`src/hw/rtl/plsbe_pkg.sv`:
```
// ----------------------------------------------------------------------------
// plsbe_pkg - shared types and constants for the parallel LED strip encoder
// Widths, register map, reset values and the item types passed between the
// front end, the queue and the back end.
// ----------------------------------------------------------------------------
package plsbe_pkg;

  // Strip count and frame store depth
  localparam int STRIPS    = 5;
  localparam int MAX_BYTES = 1024;
  localparam int ADDR_W    = $clog2(MAX_BYTES);

  // Payload field widths
  localparam int SEL_W    = 3;
  localparam int BYTE_W   = 8;
  localparam int TICK_W   = 16;
  localparam int RP_W     = 8;
  localparam int FB_W     = 11;
  localparam int PADDR_W  = 5;
  localparam int PDATA_W  = 32;

  // Command codes
  localparam logic CMD_TICK  = 1'b0;
  localparam logic CMD_WRITE = 1'b1;

  // Register map (word index)
  typedef enum logic [2:0] {
    REG_PERIOD    = 3'd0,
    REG_HIGH_ZERO = 3'd1,
    REG_HIGH_ONE  = 3'd2,
    REG_RESET_PER = 3'd3,
    REG_FRAME_LEN = 3'd4
  } reg_idx_t;

  // Register reset values
  localparam logic [TICK_W-1:0] PERIOD_RST    = TICK_W'(90);
  localparam logic [TICK_W-1:0] HIGH_ZERO_RST = TICK_W'(28);
  localparam logic [TICK_W-1:0] HIGH_ONE_RST  = TICK_W'(57);
  localparam logic [RP_W-1:0]   RESET_PER_RST = RP_W'(50);
  localparam logic [FB_W-1:0]   FRAME_LEN_RST = FB_W'(768);

  // Live configuration
  typedef struct packed {
    logic [TICK_W-1:0] period_ticks;
    logic [TICK_W-1:0] high_zero_ticks;
    logic [TICK_W-1:0] high_one_ticks;
    logic [RP_W-1:0]   reset_periods;
    logic [FB_W-1:0]   frame_bytes;
  } cfg_t;

  // Classified item from the front end
  typedef struct packed {
    logic              is_write;
    logic              wr_en;
    logic [SEL_W-1:0]  sel;
    logic [ADDR_W-1:0] addr;
    logic [BYTE_W-1:0] val;
  } op_t;

  // One frame store row: one byte per strip
  typedef logic [STRIPS-1:0][BYTE_W-1:0] row_t;

endpackage

```
`src/hw/rtl/plsbe_cfg.sv`:
```
// ----------------------------------------------------------------------------
// plsbe_cfg - APB register block
// Holds the timing and frame length registers; write on the access phase.
// ----------------------------------------------------------------------------
module plsbe_cfg (
  input  logic                           clk,
  input  logic                           rst,
  input  logic                           psel,
  input  logic                           penable,
  input  logic                           pwrite,
  input  logic [plsbe_pkg::PADDR_W-1:0]  paddr,
  input  logic [plsbe_pkg::PDATA_W-1:0]  pwdata,
  output logic [plsbe_pkg::PDATA_W-1:0]  prdata,
  output logic                           pready,
  output plsbe_pkg::cfg_t                cfg
);

  plsbe_pkg::reg_idx_t idx;
  logic                wr;

  assign idx    = plsbe_pkg::reg_idx_t'(paddr[plsbe_pkg::PADDR_W-1:2]);
  assign pready = 1'b1;
  assign wr     = psel && penable && pwrite;

  // Register writes
  always_ff @(posedge clk) begin
    if (rst) begin
      cfg.period_ticks    <= plsbe_pkg::PERIOD_RST;
      cfg.high_zero_ticks <= plsbe_pkg::HIGH_ZERO_RST;
      cfg.high_one_ticks  <= plsbe_pkg::HIGH_ONE_RST;
      cfg.reset_periods   <= plsbe_pkg::RESET_PER_RST;
      cfg.frame_bytes     <= plsbe_pkg::FRAME_LEN_RST;
    end else if (wr) begin
      unique case (idx)
        plsbe_pkg::REG_PERIOD:    cfg.period_ticks    <= pwdata[plsbe_pkg::TICK_W-1:0];
        plsbe_pkg::REG_HIGH_ZERO: cfg.high_zero_ticks <= pwdata[plsbe_pkg::TICK_W-1:0];
        plsbe_pkg::REG_HIGH_ONE:  cfg.high_one_ticks  <= pwdata[plsbe_pkg::TICK_W-1:0];
        plsbe_pkg::REG_RESET_PER: cfg.reset_periods   <= pwdata[plsbe_pkg::RP_W-1:0];
        plsbe_pkg::REG_FRAME_LEN: cfg.frame_bytes     <= pwdata[plsbe_pkg::FB_W-1:0];
        default: ;
      endcase
    end
  end

  // Read-back mux
  always_comb begin
    unique case (idx)
      plsbe_pkg::REG_PERIOD:    prdata = plsbe_pkg::PDATA_W'(cfg.period_ticks);
      plsbe_pkg::REG_HIGH_ZERO: prdata = plsbe_pkg::PDATA_W'(cfg.high_zero_ticks);
      plsbe_pkg::REG_HIGH_ONE:  prdata = plsbe_pkg::PDATA_W'(cfg.high_one_ticks);
      plsbe_pkg::REG_RESET_PER: prdata = plsbe_pkg::PDATA_W'(cfg.reset_periods);
      plsbe_pkg::REG_FRAME_LEN: prdata = plsbe_pkg::PDATA_W'(cfg.frame_bytes);
      default:                  prdata = '0;
    endcase
  end

endmodule

```
`config.mk`:
```
export PLATFORM = sky130hd
export DESIGN_NAME = plsbe_cfg
export DESIGN_NICKNAME = d
export VERILOG_FILES = /design/src/hw/rtl/plsbe_pkg.sv /design/src/hw/rtl/plsbe_cfg.sv
export SDC_FILE = /design/constraint.sdc
export NUM_CORES = 1
export LEC_CHECK = 0
export BUFFER_PORTS_ARGS = -buffer_cell sky130_fd_sc_hd__buf_2
export CAP_MARGIN = 20
export CELL_PAD_IN_SITES_DETAIL_PLACEMENT = 1
export CELL_PAD_IN_SITES_GLOBAL_PLACEMENT = 2
export CORE_MARGIN = 4
export CORE_UTILIZATION = 27
export DETAILED_ROUTE_END_ITERATION = 16
export GPL_TIMING_DRIVEN = 0
export PLACE_DENSITY = 0.87
export RECOVER_POWER = 100
export SKIP_CTS_REPAIR_TIMING = 1
export SLEW_MARGIN = 20
export SYNTH_ARGS = -nofsm -noshare
export SYNTH_HDL_FRONTEND = slang
export SYNTH_SLANG_ARGS = --single-unit
```
`constraint.sdc`:
```
create_clock -name clk -period 1.2 [get_ports clk]
set_input_delay 0 -clock clk [delete_from_list [all_inputs] [get_ports clk]]
set_output_delay 0 -clock clk [all_outputs]
set_load 0.02 [all_outputs]
```
==> results_tabular.tex <==
\begin{tabular}{lr}
\hline
Metric & Value \\
\hline
\multicolumn{2}{l}{\textbf{Setup path}} \\
\quad Data arrival time of the worst path & about 1.4 ns \\
\quad Worst Path Max Fanout & 3 \\
\quad Setup crit end kind & output port \\
\quad Critical path start-end classification & register to output port \\
\quad Type of element launching the critical path & register \\
\quad Startpoint of the worst setup timing path & cfg[12]\$\_SDFFE\_PP1P\_ \\
\quad Startpoint of the most critical register-to-register path & cfg[47]\$\_SDFFE\_PP0P\_ \\
\quad Req. time, crit path & between 1 and 1.5 ns \\
\multicolumn{2}{l}{\textbf{Logic synthesis}} \\
\quad Syn Area/Cell & slightly below 9 um2 \\
\quad Synthesized area & between 3000 and 4000 um2 \\
\quad Synth Instances & 390 \\
\quad Synth async-reset ratio & 0\% \\
\quad Flip-flop cell with the highest count after synthesis & dfxtp\_1 \\
\quad Part of the Yosys area used for sequential elements & between 30\% and 40\% \\
\quad Count of distinct cell types in the synthesized netlist & 35 \\
\quad Register bit total from synthesis & 67 \\
\quad Yosys warning count & 0 \\
\quad Count of flip-flops with a built-in enable after synthesis & 0 \\
\multicolumn{2}{l}{\textbf{STA}} \\
\quad Setup violation total in the final timing report & 21 \\
\quad Final max-slew violation count & 0 \\
\quad Final Hold Vio Count & 3 \\
\quad Timing-limited maximum frequency & $\sim$730 MHz \\
\quad Relative slew slack & roughly 60\% \\
\quad Crit path setup slack, layout & -0.173 ns \\
\quad Post-layout minimum cycle time & 1.37 ns \\
\quad Skew final & 0 ns \\
\quad Worst-case hold slack & -0.0181 ns \\
\quad Setup repair after global routing missed its margin & yes \\
\quad Crit share post-route & 114\% \\
\quad Final setup TNS & -1.30 ns \\
\quad Transition at the pin with the smallest max-transition slack & 0.605 ns \\
\multicolumn{2}{l}{\textbf{Detailed routing}} \\
\quad DRC violations left & 0 \\
\quad Wire per inst & around 20 um \\
\quad Via count of the routed design & $\sim$3500 \\
\quad Post-route ant nets & 0 \\
\quad Post-Route WL & 14300 um \\
\quad Number of DRC markers after the initial detailed-route iteration & 237 \\
\quad First-pass detailed-route iteration total & 4 \\
\quad Via-to-Cell Ratio & roughly 5 \\
\multicolumn{2}{l}{\textbf{Clock network}} \\
\quad Clock tree from TritonCTS & done \\
\quad H-tree levels & 3 \\
\quad Library cell used as clock root buffer & clkbuf\_16 \\
\quad Num Clock Sinks & between 60 and 70 \\
\quad Reg clk slew, reported paths & around 0.06 ns \\
\quad Source-to-sink clock delay at the later pin of the worst-skew pair & about 0.32 ns \\
\quad Max Root-Sink Buffers & 2 \\
\quad TritonCTS Buffers & 9 \\
\multicolumn{2}{l}{\textbf{Cells and area}} \\
\quad Most flop-heavy register & cfg \\
\quad Layout Cells excl Fill & 715 \\
\quad Utilization of the core after routing & between 30\% and 40\% \\
\quad Most used cells in the layout excluding fill and tap cells & buf\_2 (82), o21ai\_1 (42), buf\_4 (40), mux2i\_1 (40), dfxtp\_1 (38) \\
\quad Commonest non-fill, non-tap cell in the layout & buf\_2 \\
\quad Layout cell share with drive strength beyond 1 & between 30\% and 40\% \\
\quad Area delta synth->final & 41.8\% \\
\quad Area of the multi-input gates & between 1500 and 2000 um2 \\
\quad Total area of sequential cells & 1380 um2 \\
\quad Net count, final & around 590 \\
\quad Largest regs & cfg: 67 flops \\
\quad Cell area after layout & approximately 4900 um2 \\
\quad Fill cell total of the finished layout & around 1500 \\
\quad Ant. Diodes & 0 \\
\quad Flip-flop count of the largest register, all copies and words added & 67 \\
\multicolumn{2}{l}{\textbf{Outcome}} \\
\quad Outcome & complete, but fails checks \\
\quad Failing checks & negative hold slack, negative setup slack \\
\multicolumn{2}{l}{\textbf{Power and ir drop}} \\
\quad Internal cell power & between 3 and 4 mW \\
\quad Leak pwr & 2.17 nW \\
\quad Clock network fraction of total power & between 40 and 50\% \\
\quad Worst IR drop on VDD & $\sim$0.75 mV \\
\quad Combinational share of power & roughly 13\% \\
\quad Sw power & 1.41 mW \\
\quad Power per Cell Area & 1100 nW/um2 \\
\quad Share of power burned in registers & between 40\% and 50\% \\
\quad Switching Share & around a quarter \\
\multicolumn{2}{l}{\textbf{Placed design}} \\
\quad Gp weighted congestion & just under 0.8 \\
\quad Number of placed instances with taps included & between 600 and 700 \\
\quad Placed standard-cell area & $\sim$4200 um2 \\
\quad Port-buffer cells & about 110 \\
\quad Placed wire-length estimate & between 10000 and 15000 um \\
\multicolumn{2}{l}{\textbf{Die}} \\
\quad Total number of placement rows & 40 \\
\quad Initial standard-cell utilization of the core & approximately 28\% \\
\quad Core Area & roughly 12000 um2 \\
\quad Horizontal die dimension & approximately 120 um \\
\quad Boundary Pins & 142 \\
\quad Die Footprint & around 15000 um2 \\
\quad DIE HEIGHT & 121 um \\
\multicolumn{2}{l}{\textbf{GRT}} \\
\quad Total routing usage reported by global routing & between 10\% and 20\% \\
\quad Number of antenna violations at the first check in global routing & 1 \\
\quad Via count of the first global-routing pass & $\sim$3700 \\
\quad Global-route wire length before repair & about 21000 um \\
\quad Maximum number of pins on one net before global-route repair & 11 \\
\quad Leftover overflow at the end of global routing & 0 \\
\multicolumn{2}{l}{\textbf{Min path}} \\
\quad Hold wc startpoint & pwdata[5] \\
\quad Path category of the worst min-delay check & primary input to register \\
\multicolumn{2}{l}{\textbf{Run}} \\
\quad Number of maximum-capacitance constraint violations & 0 \\
\hline
\end{tabular}
critical path, cell delays in order, from the launching register on:
cell and delay [ns]:
dfxtp_2 0.33, mux2_1 0.31, a22oi_2 0.14, o22ai_2 0.10, buf_6 0.15
final cells by class:
| type | instances | area share [%] |
|---|---|---|
| plain buffers | 51 | 6.63 |
| repair buffers | 127 | 15.6 |
| multi-input cells | 287 | 39.7 |
| well taps | 168 | 4.32 |
| clock buffers | 12 | 5.06 |
| flip-flops and latches | 67 | 28.3 |
| clock inverters | 3 | 0.308 |
cell usage after synthesis (4+ instances only):
cell       number  area [um2]
buf_2          10        50.1
nand3_1        12        60.1
mux2_1          7        78.8
a2bb2oi_1       5        43.8
buf_4          22         165
nand2b_1       34         213
nand2_1         4        15.0
nor2_1         30         113
o22ai_1         7        43.8
o21ai_0        12        60.1
a22oi_1        14         105
mux2i_1        41         410
a21oi_1        12        60.1
dfxtp_1        67        1340
o21ai_1        45         225
nor2b_1        25         156
clkbuf_1       16        60.1
path summary, 6_finish.rpt:
check,slack [ns],cells after the start,end
setup reg to reg,0.34,4,cfg[47]$_SDFFE_PP0P_
setup / recovery,-0.17,4,prdata[1]
hold / removal,-0.02,3,cfg[56]$_SDFFE_PP0P_
hold reg to reg,0.49,2,cfg[13]$_SDFFE_PP0P_
power by group through the flow:
stage                     logic, mW  clock network [mW]  registers [mW]
after floorplan               0.378                   0            2.32
after CTS                     0.633                2.41            2.26
after global routing          0.768                2.52            2.26
after global placement        0.620                   0            2.30
final                         0.721                2.39            2.26
after detailed placement      0.631                   0            2.30
layer usage:
metal  vias up  global-route usage [%]  share of wire, %
met3        16                    4.26               6.3
met2       111                    33.1                51
met4         2                    7.79               1.8
met5         -                       0             0.084
li1       1637                       -                 -
met1      1721                    22.7                41
stage by stage:
stage,total power [mW],setup WS [ns]
3_3_place_gp,2.92,-0.304
6_report,5.37,-0.173
4_1_cts,5.30,-0.314
5_1_grt,5.55,-0.210
3_5_place_dp,2.94,-0.312
2_1_floorplan,2.70,0.174
logic make-up after synthesis:
logic type	after synthesis	synth area share (%)
buffers and inverters	51	8.79
other	2	0.219
muxes	48	14.3
DFF	67	39.1
AOI/OAI and AO/OA	104	17.8
and+or+nand+nor	118	19.9
Power figures use the tool's default switching activity.
