File: src/hw/rtl/plsbe_pkg.sv
// ----------------------------------------------------------------------------
// plsbe_pkg - shared types and constants for the parallel LED strip encoder
// Widths, register map, reset values and the item types passed between the
// front end, the queue and the back end.
// ----------------------------------------------------------------------------
package plsbe_pkg;

  // Strip count and frame store depth
  localparam int STRIPS    = 5;
  localparam int MAX_BYTES = 1024;
  localparam int ADDR_W    = $clog2(MAX_BYTES);

  // Payload field widths
  localparam int SEL_W    = 3;
  localparam int BYTE_W   = 8;
  localparam int TICK_W   = 16;
  localparam int RP_W     = 8;
  localparam int FB_W     = 11;
  localparam int PADDR_W  = 5;
  localparam int PDATA_W  = 32;

  // Command codes
  localparam logic CMD_TICK  = 1'b0;
  localparam logic CMD_WRITE = 1'b1;

  // Register map (word index)
  typedef enum logic [2:0] {
    REG_PERIOD    = 3'd0,
    REG_HIGH_ZERO = 3'd1,
    REG_HIGH_ONE  = 3'd2,
    REG_RESET_PER = 3'd3,
    REG_FRAME_LEN = 3'd4
  } reg_idx_t;

  // Register reset values
  localparam logic [TICK_W-1:0] PERIOD_RST    = TICK_W'(90);
  localparam logic [TICK_W-1:0] HIGH_ZERO_RST = TICK_W'(28);
  localparam logic [TICK_W-1:0] HIGH_ONE_RST  = TICK_W'(57);
  localparam logic [RP_W-1:0]   RESET_PER_RST = RP_W'(50);
  localparam logic [FB_W-1:0]   FRAME_LEN_RST = FB_W'(768);

  // Live configuration
  typedef struct packed {
    logic [TICK_W-1:0] period_ticks;
    logic [TICK_W-1:0] high_zero_ticks;
    logic [TICK_W-1:0] high_one_ticks;
    logic [RP_W-1:0]   reset_periods;
    logic [FB_W-1:0]   frame_bytes;
  } cfg_t;

  // Classified item from the front end
  typedef struct packed {
    logic              is_write;
    logic              wr_en;
    logic [SEL_W-1:0]  sel;
    logic [ADDR_W-1:0] addr;
    logic [BYTE_W-1:0] val;
  } op_t;

  // One frame store row: one byte per strip
  typedef logic [STRIPS-1:0][BYTE_W-1:0] row_t;

endpackage

File: src/hw/rtl/plsbe_queue.sv
// ----------------------------------------------------------------------------
// plsbe_queue - two-entry item queue
// Decouples the intake from the waveform engine.
// ----------------------------------------------------------------------------
module plsbe_queue (
  input  logic           clk,
  input  logic           rst,
  input  plsbe_pkg::op_t in_op,
  input  logic           in_valid,
  output logic           in_ready,
  output plsbe_pkg::op_t out_op,
  output logic           out_valid,
  input  logic           out_ready
);

  plsbe_pkg::op_t ent [2];
  logic [1:0]     count;
  logic           wp;
  logic           rp;
  logic           push;
  logic           pop;

  assign in_ready  = (count != 2'd2);
  assign out_valid = (count != 2'd0);
  assign out_op    = ent[rp];
  assign push      = in_valid && in_ready;
  assign pop       = out_valid && out_ready;

  // Pointers and fill level
  always_ff @(posedge clk) begin
    if (rst) begin
      count <= 2'd0;
      wp    <= 1'b0;
      rp    <= 1'b0;
    end else begin
      if (push) wp <= ~wp;
      if (pop)  rp <= ~rp;
      count <= count + 2'(push) - 2'(pop);
    end
  end

  always_ff @(posedge clk) begin
    if (push) ent[wp] <= in_op;
  end

endmodule

File: config.mk
export PLATFORM = sky130hd
export DESIGN_NAME = plsbe_queue
export DESIGN_NICKNAME = d
export VERILOG_FILES = /design/src/hw/rtl/plsbe_pkg.sv /design/src/hw/rtl/plsbe_queue.sv
export SDC_FILE = /design/constraint.sdc
export NUM_CORES = 1
export LEC_CHECK = 0
export BUFFER_PORTS_ARGS = -buffer_cell sky130_fd_sc_hd__buf_4
export CELL_PAD_IN_SITES_DETAIL_PLACEMENT = 0
export CELL_PAD_IN_SITES_GLOBAL_PLACEMENT = 1
export CORE_MARGIN = 1
export CORE_UTILIZATION = 40
export CTS_BUF_LIST = sky130_fd_sc_hd__clkbuf_4 sky130_fd_sc_hd__clkbuf_8
export DETAILED_ROUTE_END_ITERATION = 16
export HOLD_SLACK_MARGIN = 0.02
export MAX_ROUTING_LAYER = met4
export PLACE_DENSITY = 0.84
export SLEW_MARGIN = 40
export SYNTH_ARGS = -nofsm -noshare
export SYNTH_HDL_FRONTEND = slang
export SYNTH_SLANG_ARGS = --single-unit
File: constraint.sdc
create_clock -name clk -period 4.55 [get_ports clk]
set_clock_uncertainty 0.2 [all_clocks]
set_input_delay 0.455 -clock clk [delete_from_list [all_inputs] [get_ports clk]]
set_output_delay 0.455 -clock clk [all_outputs]
set_load 0.1 [all_outputs]
==> impl_metrics.env, run 1 <==
export IMPL_areaGrowthSynthToFinish_pct=27.8
export IMPL_slew_viol_final=0
export IMPL_grt_pass1_wl_mm=4.69
export IMPL_syn_inst=95
export IMPL_wirelength_mm=3.01
export IMPL_nFillCells=383
export IMPL_drive_gt1_frac=0.562
export IMPL_vias=958
export IMPL_dr_pass1_iters=4
export IMPL_crit_path_end_kind="output port"
export IMPL_final_setup_tns_ns=0
export IMPL_rsz0062_at_grt="no"
export IMPL_ys_async_sr_fraction=0
export IMPL_worst_pin_slew_ns=0.671
export IMPL_place_congestion=0.663
export IMPL_hold_class="in -> reg"
export IMPL_die_area_sq_um=5220
export IMPL_io_pins=52
export IMPL_path_buf_inv=2
export IMPL_hold_viol_final=0
export IMPL_cts_root_buf="clkbuf_8"
export IMPL_netlist_area_leader_share=0.699
export IMPL_crit_chain="buf_4, mux2_1, buf_4"
export IMPL_cts_clk_slew_worst_paths_ns=0.10
export IMPL_layout_min_cycle_time_ns=2.67
export IMPL_overflow=0
export IMPL_maxCapViolCount=0
export IMPL_ys_ff_latch=51
export IMPL_grt_pass1_vias=1020
export IMPL_cts_htree_levels=2
export IMPL_yosys_area_top_type="edfxtp_1"
export IMPL_ys_warn_count=0
export IMPL_min_period_over_period=0.586
export IMPL_synth_flop_cell="edfxtp_1"
export IMPL_die_w_um=72.3
export IMPL_nNetsFinal=181
export IMPL_slew_headroom=0.552
export IMPL_cts_setup_buffers=0
export IMPL_ys_top_cells_by_area="edfxtp_1 70%, mux2_4 16%, dfxtp_1 5.1%, mux2_1 1.7%, ha_1 1.3%"
export IMPL_numPortBuffers=51
export IMPL_regArea_sq_um=1480
export IMPL_worstPathRequired_ns=3.89
export IMPL_syn_area_sq_um=1980
export IMPL_cts_repair_resized=0
export IMPL_holdBufCountCts=0
export IMPL_drt_iter0_drc=72
export IMPL_route_detailed_drc=0
export IMPL_syn_nets=124
export IMPL_criticalPathCategory="reg -> out"
export IMPL_ys_types=16
export IMPL_core_area_sq_um=4720
export IMPL_post_synth_top_count_cell="edfxtp_1"
export IMPL_viasPerCell=4.35
export IMPL_yosysSeqAreaShare=0.750
export IMPL_initial_core_util=0.418
export IMPL_antenna_found_initial=0
export IMPL_start_kind="flip-flop"
export IMPL_critPathMaxFanout=12
export IMPL_wl_per_cell_um=13.7
export IMPL_path_delay_family="flip-flops"
export IMPL_clock_latency_ns=0.29
export IMPL_grt_start_max_net_pins=24
export IMPL_n_antenna_cell=0
export IMPL_num_rows=25
export IMPL_critPathArrivalTime_ns=2.01
export IMPL_ant_nets=0
export IMPL_die_y_um=72.3
export IMPL_synth_area_per_cell_sq_um=20.8
export IMPL_post_dp_hpwl_mm=2.14
export IMPL_multiInputGateArea_sq_um=477
export IMPL_cts_tree="yes"
export IMPL_status="complete, no violations"
export IMPL_crit_top_cell="buf_4"
export IMPL_timing_fmax_mhz=375
export IMPL_setup_viol=0
export IMPL_slowest_delay_ns=0.76
export IMPL_cts_sinks=51
export IMPL_clk_path_buf_depth=2
export IMPL_numCtsBuffers=5
export IMPL_ys_top_cells_by_count="46 x edfxtp_1, 21 x mux2_4, 5 x dfxtp_1, 5 x nor2_1, 3 x mux2_1"
export IMPL_synth_edff_count=46
export IMPL_cpMaxStageDelayCell="dfxtp_1"
export IMPL_track_usage=0.129
## stage by stage
step | hold WS [ns] | utilization | instance area [sq um] | worst slack (ns) | instances
after detailed placement | 0.310 | 0.516 | 2440 | 2.20 | 212
after global placement | 0.296 | 0.514 | 2430 | 2.21 | 212
after CTS | 0.119 | 0.535 | 2520 | 1.86 | 220
after floorplan | 0.280 | - | 1980 | 1.96 | 95
after global routing | 0.114 | 0.535 | 2520 | 1.79 | 220
final | 0.131 | 0.535 | 2520 | 1.88 | 220
## worst paths after layout
path / startpoint / end / slack [ns] / cells after the start
hold / removal: in_op[17] / ent[1][17] / 0.13 / 1
setup reg to reg: count[0] / count[1] / 2.76 / 8
hold reg to reg: rp / rp / 0.33 / 2
setup / recovery: flip-flop / out_op[1] / 1.88 / 3
## registers in the layout (all words and copies together), names as in the netlist, named ones only
register	cells
wp	1
ent	46
rp	1
count	2
## layer usage
| layer | part of all wire | vias to the layer above | global-route usage |
|---|---|---|---|
| li1 | - | 470 | - |
| met1 | 0.44 | 446 | 0.141 |
| met2 | 0.50 | 37 | 0.219 |
| met3 | 0.053 | 5 | 0.0444 |
| met4 | 0.014 | 0 | 0.0458 |
| met5 | 0 | - | - |
## kinds of logic after synthesis
family                     share of synthesized area
DFF                                            0.750
muxes                                          0.177
and+or+nand+nor                               0.0298
xor gates and xnor gates                      0.0133
buffers and inverters                         0.0133
adders and majority gates                     0.0127
AOI/OAI and AO/OA                            0.00443
## cells in the final DEF (no fill, tap or decap)
cell type	count
clkinvlp_4	2
o21a_2	1
xor2_1	1
ha_1	2
edfxtp_1	46
nor2_4	1
nand2_2	1
mux2_1	3
nand2b_2	1
dfxtp_1	5
clkbuf_8	5
xnor2_1	2
inv_1	1
nor2b_1	2
and3_2	1
mux2_4	21
or2_1	1
buf_4	52
clkinv_2	1
nor2_1	4
## area by class of cell
class / count / area share
clock buffer: 5 / 0.0273
clock inverter: 3 / 0.00793
inverter: 1 / 0.00149
multi-input combinational: 41 / 0.189
sequential: 51 / 0.587
tap: 67 / 0.0332
timing repair buffer: 52 / 0.155
Power of run 1 is not shown: default switching activity piles up to over one toggle a cycle in this logic, so the estimate is an artifact.
==> inputs of run 2 (changes only) <==
PLACE_DENSITY = 0.87   (was 0.84)
clock period = 2.45 ns   (was 4.55 ns; I/O delays follow)
==> run 2 against run 1 <==
  * Sequential cell count stayed put
  * Die area did not move
  * Global-route usage is 2.7 points higher
  * Sequential share of layout area fell by 5.5 points
  * First-iteration DRC count down 21%
  * Critical endpoint is now out_op[22]
  * Count of clock-buffer cells in the layout did not move
==> impl_metrics.env, run 2 (same netlist as run 1, synthesis figures left out) <==
export IMPL_power_density_nw_per_um2=1190
export IMPL_path_buf_inv=2
export IMPL_clock_latency_ns=0.29
export IMPL_dp_cells=217
export IMPL_layout_min_cycle_time_ns=1.93
export IMPL_final_cell_mix="57 x buf_4, 46 x edfxtp_1, 24 x dlygate4sd3_1, 21 x mux2_4"
export IMPL_cpMaxStageDelayCell="mux2_1"
export IMPL_grt_pass1_wl_mm=5.60
export IMPL_numCtsBuffers=5
export IMPL_drive_gt1_frac=0.486
export IMPL_grt_pass1_vias=1153
export IMPL_cts_clk_slew_worst_paths_ns=0.08
export IMPL_critPathArrivalTime_ns=1.48
export IMPL_reg2reg_from="count[0]"
export IMPL_post_dp_hpwl_mm=2.43
export IMPL_cts_root_buf="clkbuf_8"
export IMPL_dpl_worst_slack_ns=0.663
export IMPL_share_comb_of_total_power=0.520
export IMPL_cts_tree="yes"
export IMPL_slew_viol_final=0
export IMPL_maxCapViolCount=0
export IMPL_criticalPathCategory="reg -> out"
export IMPL_areaGrowthSynthToFinish_pct=41.0
export IMPL_overflow=0
export IMPL_rsz0062_at_grt="no"
export IMPL_path_delay_family="buffers and inverters"
export IMPL_crit_chain="buf_4, mux2_1, buf_4"
export IMPL_die_area_sq_um=5220
export IMPL_dr_pass1_iters=4
export IMPL_top_regs="ent (46), count (2)"
export IMPL_top_register="ent"
export IMPL_wl_per_cell_um=14.8
export IMPL_hold_depth=3
export IMPL_critPathMaxFanout=13
export IMPL_peakVddDrop_mv=0.853
export IMPL_setup_viol=0
export IMPL_cts_sinks=51
export IMPL_grt_start_max_net_pins=15
export IMPL_cts_htree_levels=2
export IMPL_cp_depth=3
export IMPL_io_pins=52
export IMPL_layout_commonest_cell="buf_4"
export IMPL_core_area_sq_um=4720
export IMPL_num_rows=25
export IMPL_hold_viol_final=0
export IMPL_timing_fmax_mhz=519
export IMPL_slowest_delay_ns=0.36
export IMPL_slew_headroom=0.812
export IMPL_cts_setup_buffers=0
export IMPL_cts_repair_resized=0
export IMPL_start_kind="flip-flop"
export IMPL_worst_pin_slew_ns=0.284
export IMPL_p_int_mw=1.77
export IMPL_fin_ws_ns=0.524
export IMPL_r2r_cells=8
export IMPL_die_w_um=72.3
export IMPL_die_y_um=72.3
export IMPL_numPortBuffers=51
export IMPL_vias=1120
export IMPL_seqPwrFrac=0.346
export IMPL_n_antenna_cell=0
export IMPL_ant_nets=0
export IMPL_clkPwrFrac=0.134
export IMPL_wirelength_mm=3.68
export IMPL_p_sw_frac=0.466
export IMPL_nNetsFinal=210
export IMPL_worstPathRequired_ns=2.01
export IMPL_initial_core_util=0.418
export IMPL_final_setup_tns_ns=0
export IMPL_largest_reg_flops=46
export IMPL_track_usage=0.156
export IMPL_clk_path_buf_depth=2
export IMPL_viasPerCell=4.52
export IMPL_place_congestion=0.666
export IMPL_hold_start="in_valid"
export IMPL_worst_hold_slack_ns=0.131
export IMPL_hold_class="in -> reg"
export IMPL_power_switching_mw=1.54
export IMPL_fin_cells=248
export IMPL_crit_path_end_kind="output port"
export IMPL_p_leak_nw=1.12
export IMPL_antenna_found_initial=0
export IMPL_min_period_over_period=0.786
export IMPL_crit_top_cell="buf_4"
export IMPL_route_detailed_drc=0
export IMPL_status="complete, no violations"
export IMPL_drt_iter0_drc=57
-- run 2: timing repair --
| item | in CTS | in global routing |
|---|---|---|
| hold buffers | 24 | 0 |
| endpoints found under the hold margin | 50 | 0 |
| setup endpoints to repair | 0 | 0 |
-- run 2: worst register-to-register path: stages, from the launching register on --
cell	delay (ns)
dfxtp_1	0.39
nand2b_2	0.17
nand2_2	0.09
ha_1	0.27
inv_1	0.04
ha_1	0.17
xor2_1	0.17
xnor2_1	0.14
nor2_1	0.05
-- run 2: final cells by class --
| cell class | count | area [sq um] |
|---|---|---|
| Clock buffer | 5 | 68.8 |
| Clock inverter | 2 | 8.76 |
| Fill cell | 387 | 1940 |
| Inverter | 1 | 3.75 |
| Multi-Input combinational cell | 41 | 470 |
| Sequential cell | 51 | 1480 |
| Tap cell | 67 | 83.8 |
| Timing Repair Buffer | 81 | 668 |
-- run 2: through the flow --
step	power, mW	instance area [sq um]	utilization
global placement	2.83	2470	0.522
floorplan	2.55	1980	-
finish	3.31	2790	0.590
CTS	3.34	2790	0.590
global route	3.43	2790	0.590
detailed placement	2.87	2470	0.522
-- run 2: metal layers --
layer | vias to the layer above | GRT usage | wire (um)
met5 | - | - | 0
met4 | 0 | 0.0675 | 91
met3 | 10 | 0.0542 | 205
met2 | 40 | 0.266 | 1950
met1 | 540 | 0.164 | 1440
li1 | 530 | - | -
-- run 2: final timing paths --
kind / endpoint / slack [ns]
worst min register to register: rp / 0.35
worst max register to register: count[1] / 0.67
worst min-delay path: wp / 0.13
worst max-delay path: out_op[22] / 0.52
-- run 2: power groups by stage --
stage | registers [mW] | clock network, mW | logic [mW]
final | 1.14 | 0.443 | 1.72
after global routing | 1.16 | 0.496 | 1.78
after global placement | 1.15 | 0 | 1.68
after CTS | 1.15 | 0.458 | 1.74
after detailed placement | 1.17 | 0 | 1.70
after floorplan | 1.16 | 0 | 1.39
Note: power is estimated with default switching activity, not from simulation.
==> inputs of run 3 (changes only) <==
clock period = 1.7 ns   (was 2.45 ns; I/O delays follow)
==> run 3 against run 2 <==
  * The flow now finishes with violations (setup timing)
  * Final cell count increased by 3.2%
  * Combinational power increased by 89%
  * Total power increased by 74%
  * Hold slack improved by 0.030 ns
  * Die area unchanged
  * Critical path type unchanged
  * Largest power group unchanged
==> impl_metrics.env, run 3 (same netlist as run 1, synthesis figures left out) <==
export IMPL_clk_path_buf_depth=2
export IMPL_die_y_um=72.3
export IMPL_num_rows=25
export IMPL_rsz0062_at_grt="yes"
export IMPL_worst_hold_slack_ns=0.161
export IMPL_slew_viol_final=0
export IMPL_setup_viol=17
export IMPL_dr_pass1_iters=2
export IMPL_dpl_cell_area_sq_um=2510
export IMPL_numCtsBuffers=5
export IMPL_cts_htree_levels=2
export IMPL_violations="setup timing"
export IMPL_hold_viol_final=0
export IMPL_n_antenna_cell=0
export IMPL_slew_headroom=0.809
export IMPL_areaGrowthSynthToFinish_pct=66.4
export IMPL_grt_pass1_wl_mm=5.46
export IMPL_status="finished, violations left"
export IMPL_stdcell_area_sq_um=3290
export IMPL_viasPerCell=4.33
export IMPL_place_congestion=0.628
export IMPL_share_comb_of_total_power=0.565
export IMPL_peakVddDrop_mv=1.35
export IMPL_met1_usage=0.170
export IMPL_wl_per_cell_um=13.8
export IMPL_min_period_over_period=1.02
export IMPL_grtUsageMet3=0.0431
export IMPL_multiInputGateArea_sq_um=537
export IMPL_antenna_found_initial=0
export IMPL_start_kind="flip-flop"
export IMPL_finalPower_mw=5.76
export IMPL_busiest_layer="met2"
export IMPL_critPathArrivalTime_ns=1.36
export IMPL_drive_gt1_frac=0.571
export IMPL_power_density_nw_per_um2=1750
export IMPL_die_w_um=72.3
export IMPL_post_dp_hpwl_mm=2.29
export IMPL_numPortBuffers=51
export IMPL_grt_pass1_vias=1178
export IMPL_nNetsFinal=217
export IMPL_criticalPathCategory="reg -> out"
export IMPL_cts_clk_slew_worst_paths_ns=0.08
export IMPL_clkPwrFrac=0.143
export IMPL_largest_reg_flops=46
export IMPL_worstPathRequired_ns=1.33
export IMPL_die_area_sq_um=5220
export IMPL_clock_latency_ns=0.29
export IMPL_final_cell_mix="46 x edfxtp_1, 38 x buf_4, 24 x mux2_4, 24 x dlygate4sd3_1, 24 x buf_12"
export IMPL_core_area_sq_um=4720
export IMPL_r2r_cells=7
export IMPL_p_leak_nw=1.31
export IMPL_hold_depth=5
export IMPL_hold_class="in -> reg"
export IMPL_critPathMaxFanout=6
export IMPL_overflow=0
export IMPL_slowest_delay_ns=0.41
export IMPL_cts_tree="yes"
export IMPL_drt_iter0_drc=63
export IMPL_worst_pin_slew_ns=0.289
export IMPL_cts_root_buf="clkbuf_8"
export IMPL_track_usage=0.151
export IMPL_p_int_mw=3.38
export IMPL_p_sw_frac=0.413
export IMPL_crit_chain="clkbuf_16, mux2_4, buf_12"
export IMPL_top_register="ent"
export IMPL_power_switching_mw=2.38
export IMPL_layout_commonest_cell="edfxtp_1"
export IMPL_final_setup_tns_ns=-0.375
export IMPL_fin_ws_ns=-0.0265
export IMPL_wirelength_mm=3.53
export IMPL_vias=1108
export IMPL_timing_fmax_mhz=579
export IMPL_regArea_sq_um=1490
export IMPL_met2_usage=0.258
export IMPL_crit_path_end_kind="output port"
export IMPL_ant_nets=0
export IMPL_initial_core_util=0.418
export IMPL_maxCapViolCount=0
export IMPL_layout_min_cycle_time_ns=1.73
export IMPL_nFillCells=296
export IMPL_cpMaxStageDelayCell="dfxtp_4"
export IMPL_grt_start_max_net_pins=16
export IMPL_cts_sinks=51
export IMPL_io_pins=52
export IMPL_route_detailed_drc=0
export IMPL_seqPwrFrac=0.292
export IMPL_top_regs="ent (46), count (2)"
## run 3: final timing paths
check                                from   endpoint  slack (ns)
worst max-delay path            flip-flop  out_op[2]       -0.03
worst min-delay path             in_valid   count[1]        0.16
worst max register to register   count[1]   count[1]        0.03
worst min register to register         rp  flip-flop        0.39
## run 3: final cells by class
type / instances / share of cell area
Inverter: 1 / 0.00114
Tap cell: 67 / 0.0255
Sequential cell: 51 / 0.453
Clock buffer: 7 / 0.0255
Timing Repair Buffer: 88 / 0.322
Clock inverter: 1 / 0.00914
Multi-Input combinational cell: 41 / 0.163
## run 3: what timing repair did
item / CTS / global route
setup buffers: 1 / 4
pin swaps: 0 / 4
hold buffers: 24 / 0
hold endpoints to repair: 50 / 0
setup endpoints to repair: 24 / 24
resized for setup: 71 / 12
gates cloned: 1 / 1
## run 3: per-stage QoR
stage,util,instances,setup slack [ns]
final,0.696,256,-0.0265
after global placement,0.532,217,0.0496
after floorplan,-,95,-0.169
after CTS,0.674,251,-0.0823
after detailed placement,0.532,217,-0.0173
after global routing,0.696,256,-0.0725
## run 3: worst max-delay path, delay by kind of cell, from the launching register on
kind                   cells  cell delay [ns]
flip-flops                 1             0.41
multiplexers               1             0.31
buffers and inverters      2             0.34
## run 3: per-layer routing
layer	part of all wire	wire (um)
met2	0.53	1880
met4	0.016	57
met5	0	0
met1	0.40	1420
met3	0.048	171
## run 3: power by group through the flow
stage          Clock (mW)  Combinational (mW)  Sequential [mW]
3_3_place_gp            0                2.47             1.67
6_report            0.826                3.25             1.68
4_1_cts             0.849                3.11             1.67
2_1_floorplan           0                2.04             1.67
5_1_grt             0.896                3.36             1.70
3_5_place_dp            0                2.50             1.68
