`config.mk`:
```
export PLATFORM = sky130hd
export DESIGN_NAME = plsbe_front_flat
export DESIGN_NICKNAME = d
export VERILOG_FILES = /design/src/hw/rtl/plsbe_pkg.sv /design/src/hw/rtl/plsbe_if.sv /design/src/hw/rtl/plsbe_front.sv /design/src/flat_wrapper.sv
export SDC_FILE = /design/constraint.sdc
export NUM_CORES = 1
export LEC_CHECK = 0
export BUFFER_PORTS_ARGS = -buffer_cell sky130_fd_sc_hd__buf_2
export CORE_MARGIN = 4
export CORE_UTILIZATION = 42
export CTS_BUF_LIST = sky130_fd_sc_hd__clkbuf_4
export DETAILED_ROUTE_END_ITERATION = 16
export PLACE_DENSITY_LB_ADDON = 0.12
export SLEW_MARGIN = 20
export SYNTH_ARGS = -nofsm -noshare
export SYNTH_HDL_FRONTEND = slang
export SYNTH_SLANG_ARGS = --single-unit
```
`constraint.sdc`:
```
create_clock -name clk -period 2.4 [get_ports clk]
set_input_delay 0.12 -clock clk [delete_from_list [all_inputs] [get_ports clk]]
set_output_delay 0.12 -clock clk [all_outputs]
set_load 0.005 [all_outputs]
```
`src/hw/rtl/plsbe_pkg.sv`:
```
// ----------------------------------------------------------------------------
// plsbe_pkg - shared types and constants for the parallel LED strip encoder
// Widths, register map, reset values and the item types passed between the
// front end, the queue and the back end.
// ----------------------------------------------------------------------------
package plsbe_pkg;

  // Strip count and frame store depth
  localparam int STRIPS    = 5;
  localparam int MAX_BYTES = 1024;
  localparam int ADDR_W    = $clog2(MAX_BYTES);

  // Payload field widths
  localparam int SEL_W    = 3;
  localparam int BYTE_W   = 8;
  localparam int TICK_W   = 16;
  localparam int RP_W     = 8;
  localparam int FB_W     = 11;
  localparam int PADDR_W  = 5;
  localparam int PDATA_W  = 32;

  // Command codes
  localparam logic CMD_TICK  = 1'b0;
  localparam logic CMD_WRITE = 1'b1;

  // Register map (word index)
  typedef enum logic [2:0] {
    REG_PERIOD    = 3'd0,
    REG_HIGH_ZERO = 3'd1,
    REG_HIGH_ONE  = 3'd2,
    REG_RESET_PER = 3'd3,
    REG_FRAME_LEN = 3'd4
  } reg_idx_t;

  // Register reset values
  localparam logic [TICK_W-1:0] PERIOD_RST    = TICK_W'(90);
  localparam logic [TICK_W-1:0] HIGH_ZERO_RST = TICK_W'(28);
  localparam logic [TICK_W-1:0] HIGH_ONE_RST  = TICK_W'(57);
  localparam logic [RP_W-1:0]   RESET_PER_RST = RP_W'(50);
  localparam logic [FB_W-1:0]   FRAME_LEN_RST = FB_W'(768);

  // Live configuration
  typedef struct packed {
    logic [TICK_W-1:0] period_ticks;
    logic [TICK_W-1:0] high_zero_ticks;
    logic [TICK_W-1:0] high_one_ticks;
    logic [RP_W-1:0]   reset_periods;
    logic [FB_W-1:0]   frame_bytes;
  } cfg_t;

  // Classified item from the front end
  typedef struct packed {
    logic              is_write;
    logic              wr_en;
    logic [SEL_W-1:0]  sel;
    logic [ADDR_W-1:0] addr;
    logic [BYTE_W-1:0] val;
  } op_t;

  // One frame store row: one byte per strip
  typedef logic [STRIPS-1:0][BYTE_W-1:0] row_t;

endpackage

```
`src/hw/rtl/plsbe_if.sv`:
```
// ----------------------------------------------------------------------------
// plsbe_if - item and result channels
// Valid/ready channels; a beat moves when valid and ready are both high.
// ----------------------------------------------------------------------------
interface plsbe_item_if;
  logic                          valid;
  logic                          ready;
  logic                          cmd;
  logic [plsbe_pkg::SEL_W-1:0]   strip_sel;
  logic [plsbe_pkg::ADDR_W-1:0]  byte_addr;
  logic [plsbe_pkg::BYTE_W-1:0]  byte_value;

  modport source (output valid, cmd, strip_sel, byte_addr, byte_value, input ready);
  modport sink   (input valid, cmd, strip_sel, byte_addr, byte_value, output ready);
endinterface


```
`src/hw/rtl/plsbe_front.sv`:
```
// ----------------------------------------------------------------------------
// plsbe_front - item intake
// Takes item beats, sorts ticks from writes, masks writes to absent strips.
// ----------------------------------------------------------------------------
module plsbe_front (
  input  logic           clk,
  input  logic           rst,
  plsbe_item_if.sink     item,
  input  logic           clearing,
  output plsbe_pkg::op_t op,
  output logic           op_valid,
  input  logic           op_ready
);

  logic fv;
  logic take;

  // Hold off while the frame store is swept after reset
  assign item.ready = !clearing && (!fv || op_ready);
  assign take       = item.valid && item.ready;
  assign op_valid   = fv;

  always_ff @(posedge clk) begin
    if (rst) begin
      fv <= 1'b0;
    end else if (take) begin
      fv <= 1'b1;
    end else if (op_ready) begin
      fv <= 1'b0;
    end
  end

  // Classify the beat
  always_ff @(posedge clk) begin
    if (take) begin
      op.is_write <= (item.cmd == plsbe_pkg::CMD_WRITE);
      op.wr_en    <= (item.cmd == plsbe_pkg::CMD_WRITE)
                     && (item.strip_sel < plsbe_pkg::SEL_W'(plsbe_pkg::STRIPS));
      op.sel      <= item.strip_sel;
      op.addr     <= item.byte_addr;
      op.val      <= item.byte_value;
    end
  end

endmodule

```
`src/flat_wrapper.sv`:
```
// flat-port wrapper written by rule: the top's interface ports become plain ports
module plsbe_front_flat 
  (clk, rst, clearing, op, op_valid, op_ready, item_valid, item_cmd, item_strip_sel, item_byte_addr, item_byte_value, item_ready);
  plsbe_item_if item_i ();
  input  logic clk;
  input  logic rst;
  input  logic clearing;
  output plsbe_pkg::op_t op;
  output logic op_valid;
  input  logic op_ready;
  input wire logic [$bits(item_i.valid)-1:0] item_valid;
  input wire logic [$bits(item_i.cmd)-1:0] item_cmd;
  input wire logic [$bits(item_i.strip_sel)-1:0] item_strip_sel;
  input wire logic [$bits(item_i.byte_addr)-1:0] item_byte_addr;
  input wire logic [$bits(item_i.byte_value)-1:0] item_byte_value;
  output wire logic [$bits(item_i.ready)-1:0] item_ready;
  assign item_i.valid = item_valid;
  assign item_i.cmd = item_cmd;
  assign item_i.strip_sel = item_strip_sel;
  assign item_i.byte_addr = item_byte_addr;
  assign item_i.byte_value = item_byte_value;
  assign item_ready = item_i.ready;
  plsbe_front u_core (.clk(clk), .rst(rst), .item(item_i), .clearing(clearing), .op(op), .op_valid(op_valid), .op_ready(op_ready));
endmodule
```
==> qor.tcl, run 1 <==
set qor(path_class) {reg -> reg}
set qor(fin_hold_ws_ps) 86.1
set qor(cp.arrival_ps) 1430
set qor(vdd_drop_max_mv) 0.466
set qor(synth_edf_count) 23
set qor(synth.cells.most_frequent) {sky130_fd_sc_hd__edfxtp_1, sky130_fd_sc_hd__nand2b_4, sky130_fd_sc_hd__nor2_1}
set qor(beginning_of_the_worst_register_to_register_path) {u_core.op_valid}
set qor(fin_skew_ps) 1.65
set qor(vias) 574
set qor(fin_cells) 136
set qor(vias_per_cell) 4.22
set qor(dieHeight_um) 51.1
set qor(totalNegativeSetupSlack_ps) 0
set qor(yosys.cell_types.count) 8
set qor(gpl.final_weighted_congestion) 0.712
set qor(synth_top_area_share_pct) 88.6
set qor(finalNetCount) 139
set qor(min_from) {item_valid}
set qor(area_delta_synth_final_pct) 71.4
set qor(seq_area_frac_synth_pct) 91.2
set qor(grt_pass1_vias) 580
set qor(worst_setup_path_end_kind) {register}
set qor(mappedNetlistNets) 59
set qor(critical_path_required_ps) 2410
set qor(slew_viol_final) 0
set qor(synth_ff_type) {sky130_fd_sc_hd__edfxtp_1}
set qor(cts.reportedPaths.clkPinSlew_ps) 120
set qor(detailedRoute.firstIterationViolations) 8
set qor(clock_tree.root_cell) {sky130_fd_sc_hd__clkbuf_4}
set qor(post_synth_inst_count) 32
set qor(postSynthRegisterBits) 24
set qor(antennaDiodeCount) 0
set qor(detail_route.drc_violations) 0
set qor(status) {finished clean}
set qor(clock_latency_ps) 300
set qor(ctsHtreeMaxLevel) 1
set qor(overflow_left_after_global_routing) 0
set qor(clock_sink_count) 24
set qor(max-slew-margin-rel_pct) 75.1
set qor(p_leak_uw) 0.000574
set qor(place.port_buffers) 51
set qor(first_pass_grt_wire_length_um) 2680
set qor(top_level_ports) 52
set qor(max-cap-violations) 0
set qor(p_per_area_nw_per_um2) 567
set qor(route.final.wire_length_um) 1740
set qor(avgRoutedWirePerCell_um) 12.8
set qor(numCtsBuffers) 3
set qor(timing.fmax_ghz) 0.705
set qor(drtPass1Iterations) 4
set qor(chipWidth_um) 51.1
set qor(worstMarginPinSlew_ps) 373
set qor(post-synth-top-count-cell) {sky130_fd_sc_hd__edfxtp_1}
set qor(cts_setup_buffers) 0
set qor(avgSynthCellArea_sq_um) 24.4
set qor(async_reset_ff_share_pct) 0
set qor(final.period_utilization_pct) 59.1
set qor(hold_class) {in -> reg}
set qor(grt_max_degree) 17
set qor(filler_cell_count) 118
set qor(remaining_antenna_violation_count_after_routing) 0
set qor(rsz0062_at_grt) {no}
set qor(synth_top_cells_by_area) {sky130_fd_sc_hd__edfxtp_1, sky130_fd_sc_hd__nand2b_4, sky130_fd_sc_hd__dfxtp_1, sky130_fd_sc_hd__nor2b_4, sky130_fd_sc_hd__a21oi_2}
set qor(yosysWarningCount) 0
set qor(hold_viol) 0
set qor(minimum_clock_period_after_layout_ps) 1420
set qor(initial_core_util_pct) 44.7
set qor(die_area_sq_um) 2610
set qor(dp.cells) 109
set qor(placement_row_count) 15
set qor(worst_setup_path_start_kind) {register}
set qor(grtUsageTotal_pct) 14.8
set qor(power.total_uw) 758
set qor(yosys_top_cell_by_area) {sky130_fd_sc_hd__edfxtp_1}
set qor(antenna_found_initial) 0
set qor(clk_path_buf_depth) 2
set qor(path_max_fanout) 16
set qor(post_synthesis_cell_area_sq_um) 779
set qor(tritoncts) {yes}
set qor(core_area_sq_um) 1750
set qor(setup_violations) 0
set qor(worst_setup_path_startpoint) {u_core.op_valid}
set qor(post_route_cells_drive_above_1_share_pct) 55.0
==> per-layer routing <==
metal | GRT usage (%) | up-vias | part of all wire (%)
li1 | - | 281 | -
met1 | 13.5 | 262 | 32
met2 | 30.5 | 31 | 60
met3 | 4.08 | 0 | 8.4
met4 | 4.04 | 0 | 0
met5 | 0 | - | 0
==> area by class of cell <==
class / instances / area [sq um] / share of cell area (%)
clock buffer: 4 / 30.0 / 2.25
sequential: 24 / 711 / 53.2
multi-input combinational: 8 / 71.3 / 5.34
tap: 25 / 31.3 / 2.34
timing repair buffer: 75 / 493 / 36.9
==> layout by cell type, fill, tap and decap left out <==
| cell | count |
|---|---|
| sky130_fd_sc_hd__edfxtp_1 | 23 |
| sky130_fd_sc_hd__o21ai_0 | 1 |
| sky130_fd_sc_hd__and2_1 | 1 |
| sky130_fd_sc_hd__dfxtp_1 | 1 |
| sky130_fd_sc_hd__nand2b_4 | 2 |
| sky130_fd_sc_hd__dlygate4sd3_1 | 23 |
| sky130_fd_sc_hd__buf_2 | 51 |
| sky130_fd_sc_hd__clkbuf_4 | 4 |
| sky130_fd_sc_hd__a21oi_2 | 1 |
| sky130_fd_sc_hd__nor2b_4 | 1 |
| sky130_fd_sc_hd__nor2_1 | 1 |
| sky130_fd_sc_hd__nor2_2 | 1 |
| sky130_fd_sc_hd__buf_4 | 1 |
==> cells by family after synthesis <==
| kind of cell | after synthesis | share of synthesized area [%] |
|---|---|---|
| flops | 24 | 91.2 |
| simple gates | 6 | 7.06 |
| compound gates | 2 | 1.77 |
==> power by group <==
part	switching, uW	leakage [uW]	total (uW)	internal (uW)
combinational	32.0	0.000332	88.8	56.8
sequential	4.55	0.000224	484	480
clock	108	0.0000184	184	76.0
total	145	0.000574	758	613
==> final timing paths <==
| path | slack [ps] | cells past startpoint | endpoint |
|---|---|---|---|
| setup / recovery | 980 | 3 | u_core.op[0] |
| hold / removal | 90 | 3 | u_core.op_valid |
| setup reg to reg | 980 | 3 | u_core.op[0] |
| hold reg to reg | 500 | 2 | u_core.op_valid |
==> registers in the layout, indices dropped and copies added (netlist names) <==
signal           cells
u_core.op_valid      1
u_core.op           23
==> worst max-delay path, stage by stage (launching register included) <==
cell and delay, ps:
sky130_fd_sc_hd__dfxtp_1 360, sky130_fd_sc_hd__nor2b_4 140, sky130_fd_sc_hd__nor2_2 320, sky130_fd_sc_hd__buf_4 310
==> per-stage QoR <==
| stage | util [%] | instance area [sq um] | setup slack (ps) |
|---|---|---|---|
| global placement | 61.6 | 1080 | 1000 |
| global route | 76.6 | 1340 | 887 |
| CTS | 76.6 | 1340 | 989 |
| floorplan | - | 779 | 529 |
| detailed placement | 61.6 | 1080 | 1000 |
| finish | 76.6 | 1340 | 981 |
==> repair_timing <==
| action | 4_1_cts | 5_1_grt |
|---|---|---|
| hold buffers | 23 | 0 |
| hold endpoints to repair | 23 | 0 |
| endpoints found under the setup margin | 0 | 0 |
| resized for setup | 0 | 0 |
Power figures use the tool's default switching activity.
==> run 2, diff against run 1 <==
- CORE_UTILIZATION: 42 -> 38
- clock period: 2.4 -> 1.3 ns (I/O delays scaled with it)
==> qor.tcl, run 2 (same netlist as run 1, synthesis figures left out) <==
set qor(hold_class) {in -> reg}
set qor(detail_route.drc_violations) 0
set qor(grt_max_degree) 24
set qor(cts.reportedPaths.clkPinSlew_ps) 110
set qor(totalNegativeSetupSlack_ps) 0
set qor(drtPass1Iterations) 2
set qor(timing.critical_path.to) {item_ready}
set qor(cts_setup_buffers) 0
set qor(clk_path_buf_depth) 2
set qor(chipWidth_um) 53.3
set qor(largest_reg_flops) 23
set qor(max-slew-margin-rel_pct) 90.0
set qor(overflow_left_after_global_routing) 0
set qor(max_flop_register) {u_core.op}
set qor(hold_viol) 0
set qor(cts_resized) 0
set qor(gpl.final_weighted_congestion) 0.635
set qor(post_route_cells_drive_above_1_share_pct) 55.0
set qor(worst_setup_path_end_kind) {primary output}
set qor(ff2ff_path_depth) 3
set qor(postLayoutCoreUtil_pct) 69.1
set qor(vias) 571
set qor(numCtsBuffers) 3
set qor(depth_of_the_worst_hold_timing_path) 3
set qor(cp.arrival_ps) 1060
set qor(clock_latency_ps) 290
set qor(critical_path_required_ps) 1240
set qor(initial_core_util_pct) 39.7
set qor(dieHeight_um) 53.3
set qor(place.port_buffers) 51
set qor(p_sw_share_pct) 18.0
set qor(antenna_found_initial) 0
set qor(worstMarginPinSlew_ps) 149
set qor(setup_violations) 0
set qor(power.internal_uw) 1140
set qor(combinationalPowerShare_pct) 12.1
set qor(core_area_sq_um) 1960
set qor(timing.fmax_ghz) 0.892
set qor(detailedRoute.firstIterationViolations) 1
set qor(p_leak_uw) 0.000578
set qor(status) {finished clean}
set qor(switchingPower_uw) 249
set qor(first_pass_grt_wire_length_um) 2390
set qor(antennaDiodeCount) 0
set qor(ctsHtreeMaxLevel) 1
set qor(area_delta_synth_final_pct) 74.0
set qor(p_seq_share_pct) 64.6
set qor(clock_tree.root_cell) {sky130_fd_sc_hd__clkbuf_4}
set qor(rsz0062_at_grt) {no}
set qor(beginning_of_the_worst_register_to_register_path) {u_core.op_valid}
set qor(placement_row_count) 16
set qor(slew_viol_final) 0
set qor(finalNetCount) 139
set qor(clock_sink_count) 24
set qor(min_from) {item_valid}
set qor(remaining_antenna_violation_count_after_routing) 0
set qor(path_class) {reg -> out}
set qor(worst_setup_path_start_kind) {register}
set qor(route.final.wire_length_um) 1630
set qor(top_level_ports) 52
set qor(path_max_fanout) 3
set qor(setup.reg_to_reg.worst_slack_ps) 230
set qor(fin_skew_ps) 1.70
set qor(minimum_clock_period_after_layout_ps) 1120
set qor(p_per_area_nw_per_um2) 1020
set qor(p_clk_share_pct) 23.2
set qor(final.period_utilization_pct) 86.3
set qor(mostFrequentLayoutCells) {sky130_fd_sc_hd__buf_2, sky130_fd_sc_hd__dlygate4sd3_1, sky130_fd_sc_hd__edfxtp_1}
set qor(dpl.hpwl_um) 1050
set qor(worst_setup_path_startpoint) {u_core.op_valid}
set qor(avgRoutedWirePerCell_um) 11.8
set qor(vdd_drop_max_mv) 0.588
set qor(grt_pass1_vias) 552
set qor(die_area_sq_um) 2840
set qor(tritoncts) {yes}
set qor(max-cap-violations) 0
set qor(grtUsageTotal_pct) 12.2
set qor(most_common_library_cell_in_the_layout_ignoring_fill_and_taps) {sky130_fd_sc_hd__buf_2}
set qor(reg2reg_to) {u_core.op[16]}
set qor(filler_cell_count) 161
set qor(vias_per_cell) 4.14
## run 2: per-stage QoR
step           power, uW  cell area, sq um  setup WS [ps]  hold slack (ps)  std cells
3_3_place_gp        1030              1100            244              230        111
5_1_grt             1460              1360           83.7             27.0        138
6_report            1380              1360            179             44.2        138
3_5_place_dp        1030              1100            234              226        111
4_1_cts             1410              1360            157             35.0        138
2_1_floorplan        944               787           58.4              127         32
## run 2: worst max-delay path, stage by stage, from the launching register on
cell	delay, ps
sky130_fd_sc_hd__dfxtp_1	400
sky130_fd_sc_hd__nor2b_4	200
sky130_fd_sc_hd__nor2_1	50
sky130_fd_sc_hd__buf_2	120
## run 2: routing by layer
metal	vias to the layer above	global-route usage [%]	wire length, um
met1	261	11.3	505
met4	0	3.83	0
met5	-	0	0
met3	0	2.82	158
li1	280	-	-
met2	30	25.1	961
## run 2: what timing repair did
item                       in CTS  in global routing
setup endpoints to repair       0                  0
hold buffers                   23                  0
hold endpoints to repair       23                  0
## run 2: power groups by stage
stage	Clock, uW	Combinational (uW)	Sequential [uW]
5_1_grt	378	185	898
4_1_cts	345	169	895
2_1_floorplan	0	26.3	918
6_report	322	168	895
3_3_place_gp	0	116	912
3_5_place_dp	0	116	913
## run 2: how the worst min path moves through the flow
stage,endpoint
floorplan,u_core.op_valid
global placement,u_core.op_valid
detailed placement,u_core.op_valid
CTS,u_core.op_valid
global route,u_core.op_valid
finish,u_core.op_valid
## run 2: area by class of cell
type	instances	area [sq um]	share of cell area (%)
Multi-Input combinational cell	8	76.3	5.63
Sequential cell	24	711	52.4
Tap cell	27	33.8	2.49
Clock buffer	4	30.0	2.21
Timing Repair Buffer	75	505	37.3
==> run 3, diff against run 2 <==
- ABC_AREA: unset -> 1
- CORE_UTILIZATION: 38 -> 37
==> qor.tcl, run 3 <==
set qor(status) {finished clean}
set qor(clock_sink_count) 24
set qor(max_flop_register) {u_core.op}
set qor(vdd_drop_max_mv) 0.883
set qor(yosys_top_cell_by_area) {sky130_fd_sc_hd__edfxtp_1}
set qor(area_of_the_multi_input_gates_sq_um) 46.3
set qor(hold_viol) 0
set qor(overflow_left_after_global_routing) 0
set qor(cts-hold-fix-buffers) 23
set qor(clk_path_buf_depth) 2
set qor(place.port_buffers) 51
set qor(numCtsBuffers) 3
set qor(minimum_clock_period_after_layout_ps) 1070
set qor(chipWidth_um) 53.5
set qor(p_per_area_nw_per_um2) 1150
set qor(slew_viol_final) 0
set qor(seq_area_frac_synth_pct) 92.7
set qor(route.final.wire_length_um) 1560
set qor(setup_violations) 0
set qor(antennaDiodeCount) 0
set qor(finish.instance_area_sq_um) 1360
set qor(ctsHtreeMaxLevel) 1
set qor(power.total_uw) 1570
set qor(vias) 552
set qor(yosysWarningCount) 0
set qor(largest_reg_flops) 23
set qor(totalNegativeSetupSlack_ps) 0
set qor(first_pass_grt_wire_length_um) 2230
set qor(dpl.hpwl_um) 1060
set qor(clock_latency_ps) 300
set qor(dieHeight_um) 53.5
set qor(gpl.final_weighted_congestion) 0.659
set qor(yosys.cell_types.count) 9
set qor(synth_ff_type) {sky130_fd_sc_hd__edfxtp_1}
set qor(cp.arrival_ps) 1090
set qor(final-seq-area_sq_um) 712
set qor(drtPass1Iterations) 4
set qor(post_route_cells_drive_above_1_share_pct) 52.6
set qor(grt_pass1_vias) 511
set qor(critical_path_required_ps) 1320
set qor(max-slew-margin-rel_pct) 89.8
set qor(clock_tree.root_cell) {sky130_fd_sc_hd__clkbuf_4}
set qor(post-synth-top-count-cell) {sky130_fd_sc_hd__edfxtp_1}
set qor(mappedNetlistNets) 63
set qor(p_leak_uw) 0.000606
set qor(rsz0062_at_grt) {no}
set qor(vias_per_cell) 3.86
set qor(grt_max_degree) 15
set qor(initial_core_util_pct) 39.1
set qor(antenna_found_initial) 0
set qor(grtUsageTotal_pct) 11.6
set qor(post_synthesis_cell_area_sq_um) 767
set qor(synth_top_area_share_pct) 90.0
set qor(cts_setup_buffers) 0
set qor(final.period_utilization_pct) 82.5
set qor(most_common_library_cell_in_the_layout_ignoring_fill_and_taps) {sky130_fd_sc_hd__buf_2}
set qor(detailedRoute.firstIterationViolations) 5
set qor(synth_top_cells_by_area) {sky130_fd_sc_hd__edfxtp_1, sky130_fd_sc_hd__dfxtp_1, sky130_fd_sc_hd__inv_1, sky130_fd_sc_hd__nor3_2, sky130_fd_sc_hd__nand2_1}
set qor(path_max_fanout) 13
set qor(finalNetCount) 144
set qor(placement_row_count) 16
set qor(fin_ws_ps) 228
set qor(worst_setup_path_start_kind) {register}
set qor(filler_cell_count) 152
set qor(mostFrequentLayoutCells) {sky130_fd_sc_hd__buf_2, sky130_fd_sc_hd__dlygate4sd3_1, sky130_fd_sc_hd__edfxtp_1}
set qor(synth.cells.most_frequent) {sky130_fd_sc_hd__edfxtp_1, sky130_fd_sc_hd__inv_1, sky130_fd_sc_hd__nand2_1}
set qor(fin_skew_ps) 9.85
set qor(worstMarginPinSlew_ps) 152
set qor(path_class) {reg -> reg}
set qor(remaining_antenna_violation_count_after_routing) 0
set qor(tritoncts) {yes}
set qor(detail_route.drc_violations) 0
set qor(avgSynthCellArea_sq_um) 21.3
set qor(cts_resized) 0
set qor(dpl_worst_slack_ps) 231
set qor(synth_edf_count) 23
set qor(timing.fmax_ghz) 0.933
set qor(async_reset_ff_share_pct) 0
set qor(top_level_ports) 52
set qor(post_dp_cell_area_sq_um) 1080
set qor(avgRoutedWirePerCell_um) 10.9
set qor(worst_setup_path_end_kind) {register}
set qor(max-cap-violations) 0
set qor(postSynthRegisterBits) 24
set qor(core_area_sq_um) 1960
set qor(die_area_sq_um) 2870
set qor(area_delta_synth_final_pct) 77.8
set qor(post_synth_inst_count) 36
set qor(hold_class) {in -> reg}
set qor(cts.reportedPaths.clkPinSlew_ps) 120
==> run 3: cell type report <==
cell class,count,area share [%]
flip-flops and latches,24,52.2
repair buffers,76,36.7
multi-input cells,7,3.39
well taps,27,2.48
clock inverters,1,2.20
clock buffers,3,1.65
inverters,5,1.38
==> run 3: metal layers <==
metal / wire length [um] / global-route usage (%)
met1: 512 / 12.0
met2: 931 / 22.7
met3: 112 / 2.49
met4: 0 / 3.83
met5: 0 / 0
==> run 3: worst paths after layout <==
path / slack, ps / cells past startpoint / from / end
setup reg to reg: 230 / 4 / u_core.op_valid / u_core.op[10]
hold reg to reg: 560 / 4 / u_core.op_valid / u_core.op_valid
hold / removal: 60 / 4 / clearing / u_core.op_valid
setup / recovery: 230 / 4 / u_core.op_valid / u_core.op[10]
==> run 3: metrics by stage <==
step	cells	util [%]	hold WS, ps
5_1_grt	143	69.5	58.1
6_report	143	69.5	61.6
3_3_place_gp	116	55.1	243
4_1_cts	143	69.5	55.3
2_1_floorplan	36	-	161
3_5_place_dp	116	55.1	243
==> run 3: kinds of logic after synthesis <==
group           after synthesis  synth area share (%)
buf+inv                       5                  2.45
simple gates                  5                  3.59
flops                        24                  92.7
compound gates                2                  1.30
==> run 3: worst max-delay path, cell delays in order (launching register included) <==
cell and delay [ps]:
sky130_fd_sc_hd__dfxtp_2 340, sky130_fd_sc_hd__nand2_2 70, sky130_fd_sc_hd__inv_2 50, sky130_fd_sc_hd__nor3_4 110, sky130_fd_sc_hd__buf_4 220
==> run 3: power by group <==
group	switching, uW	internal (uW)
Sequential	7.28	886
Clock	207	311
Combinational	57.8	103
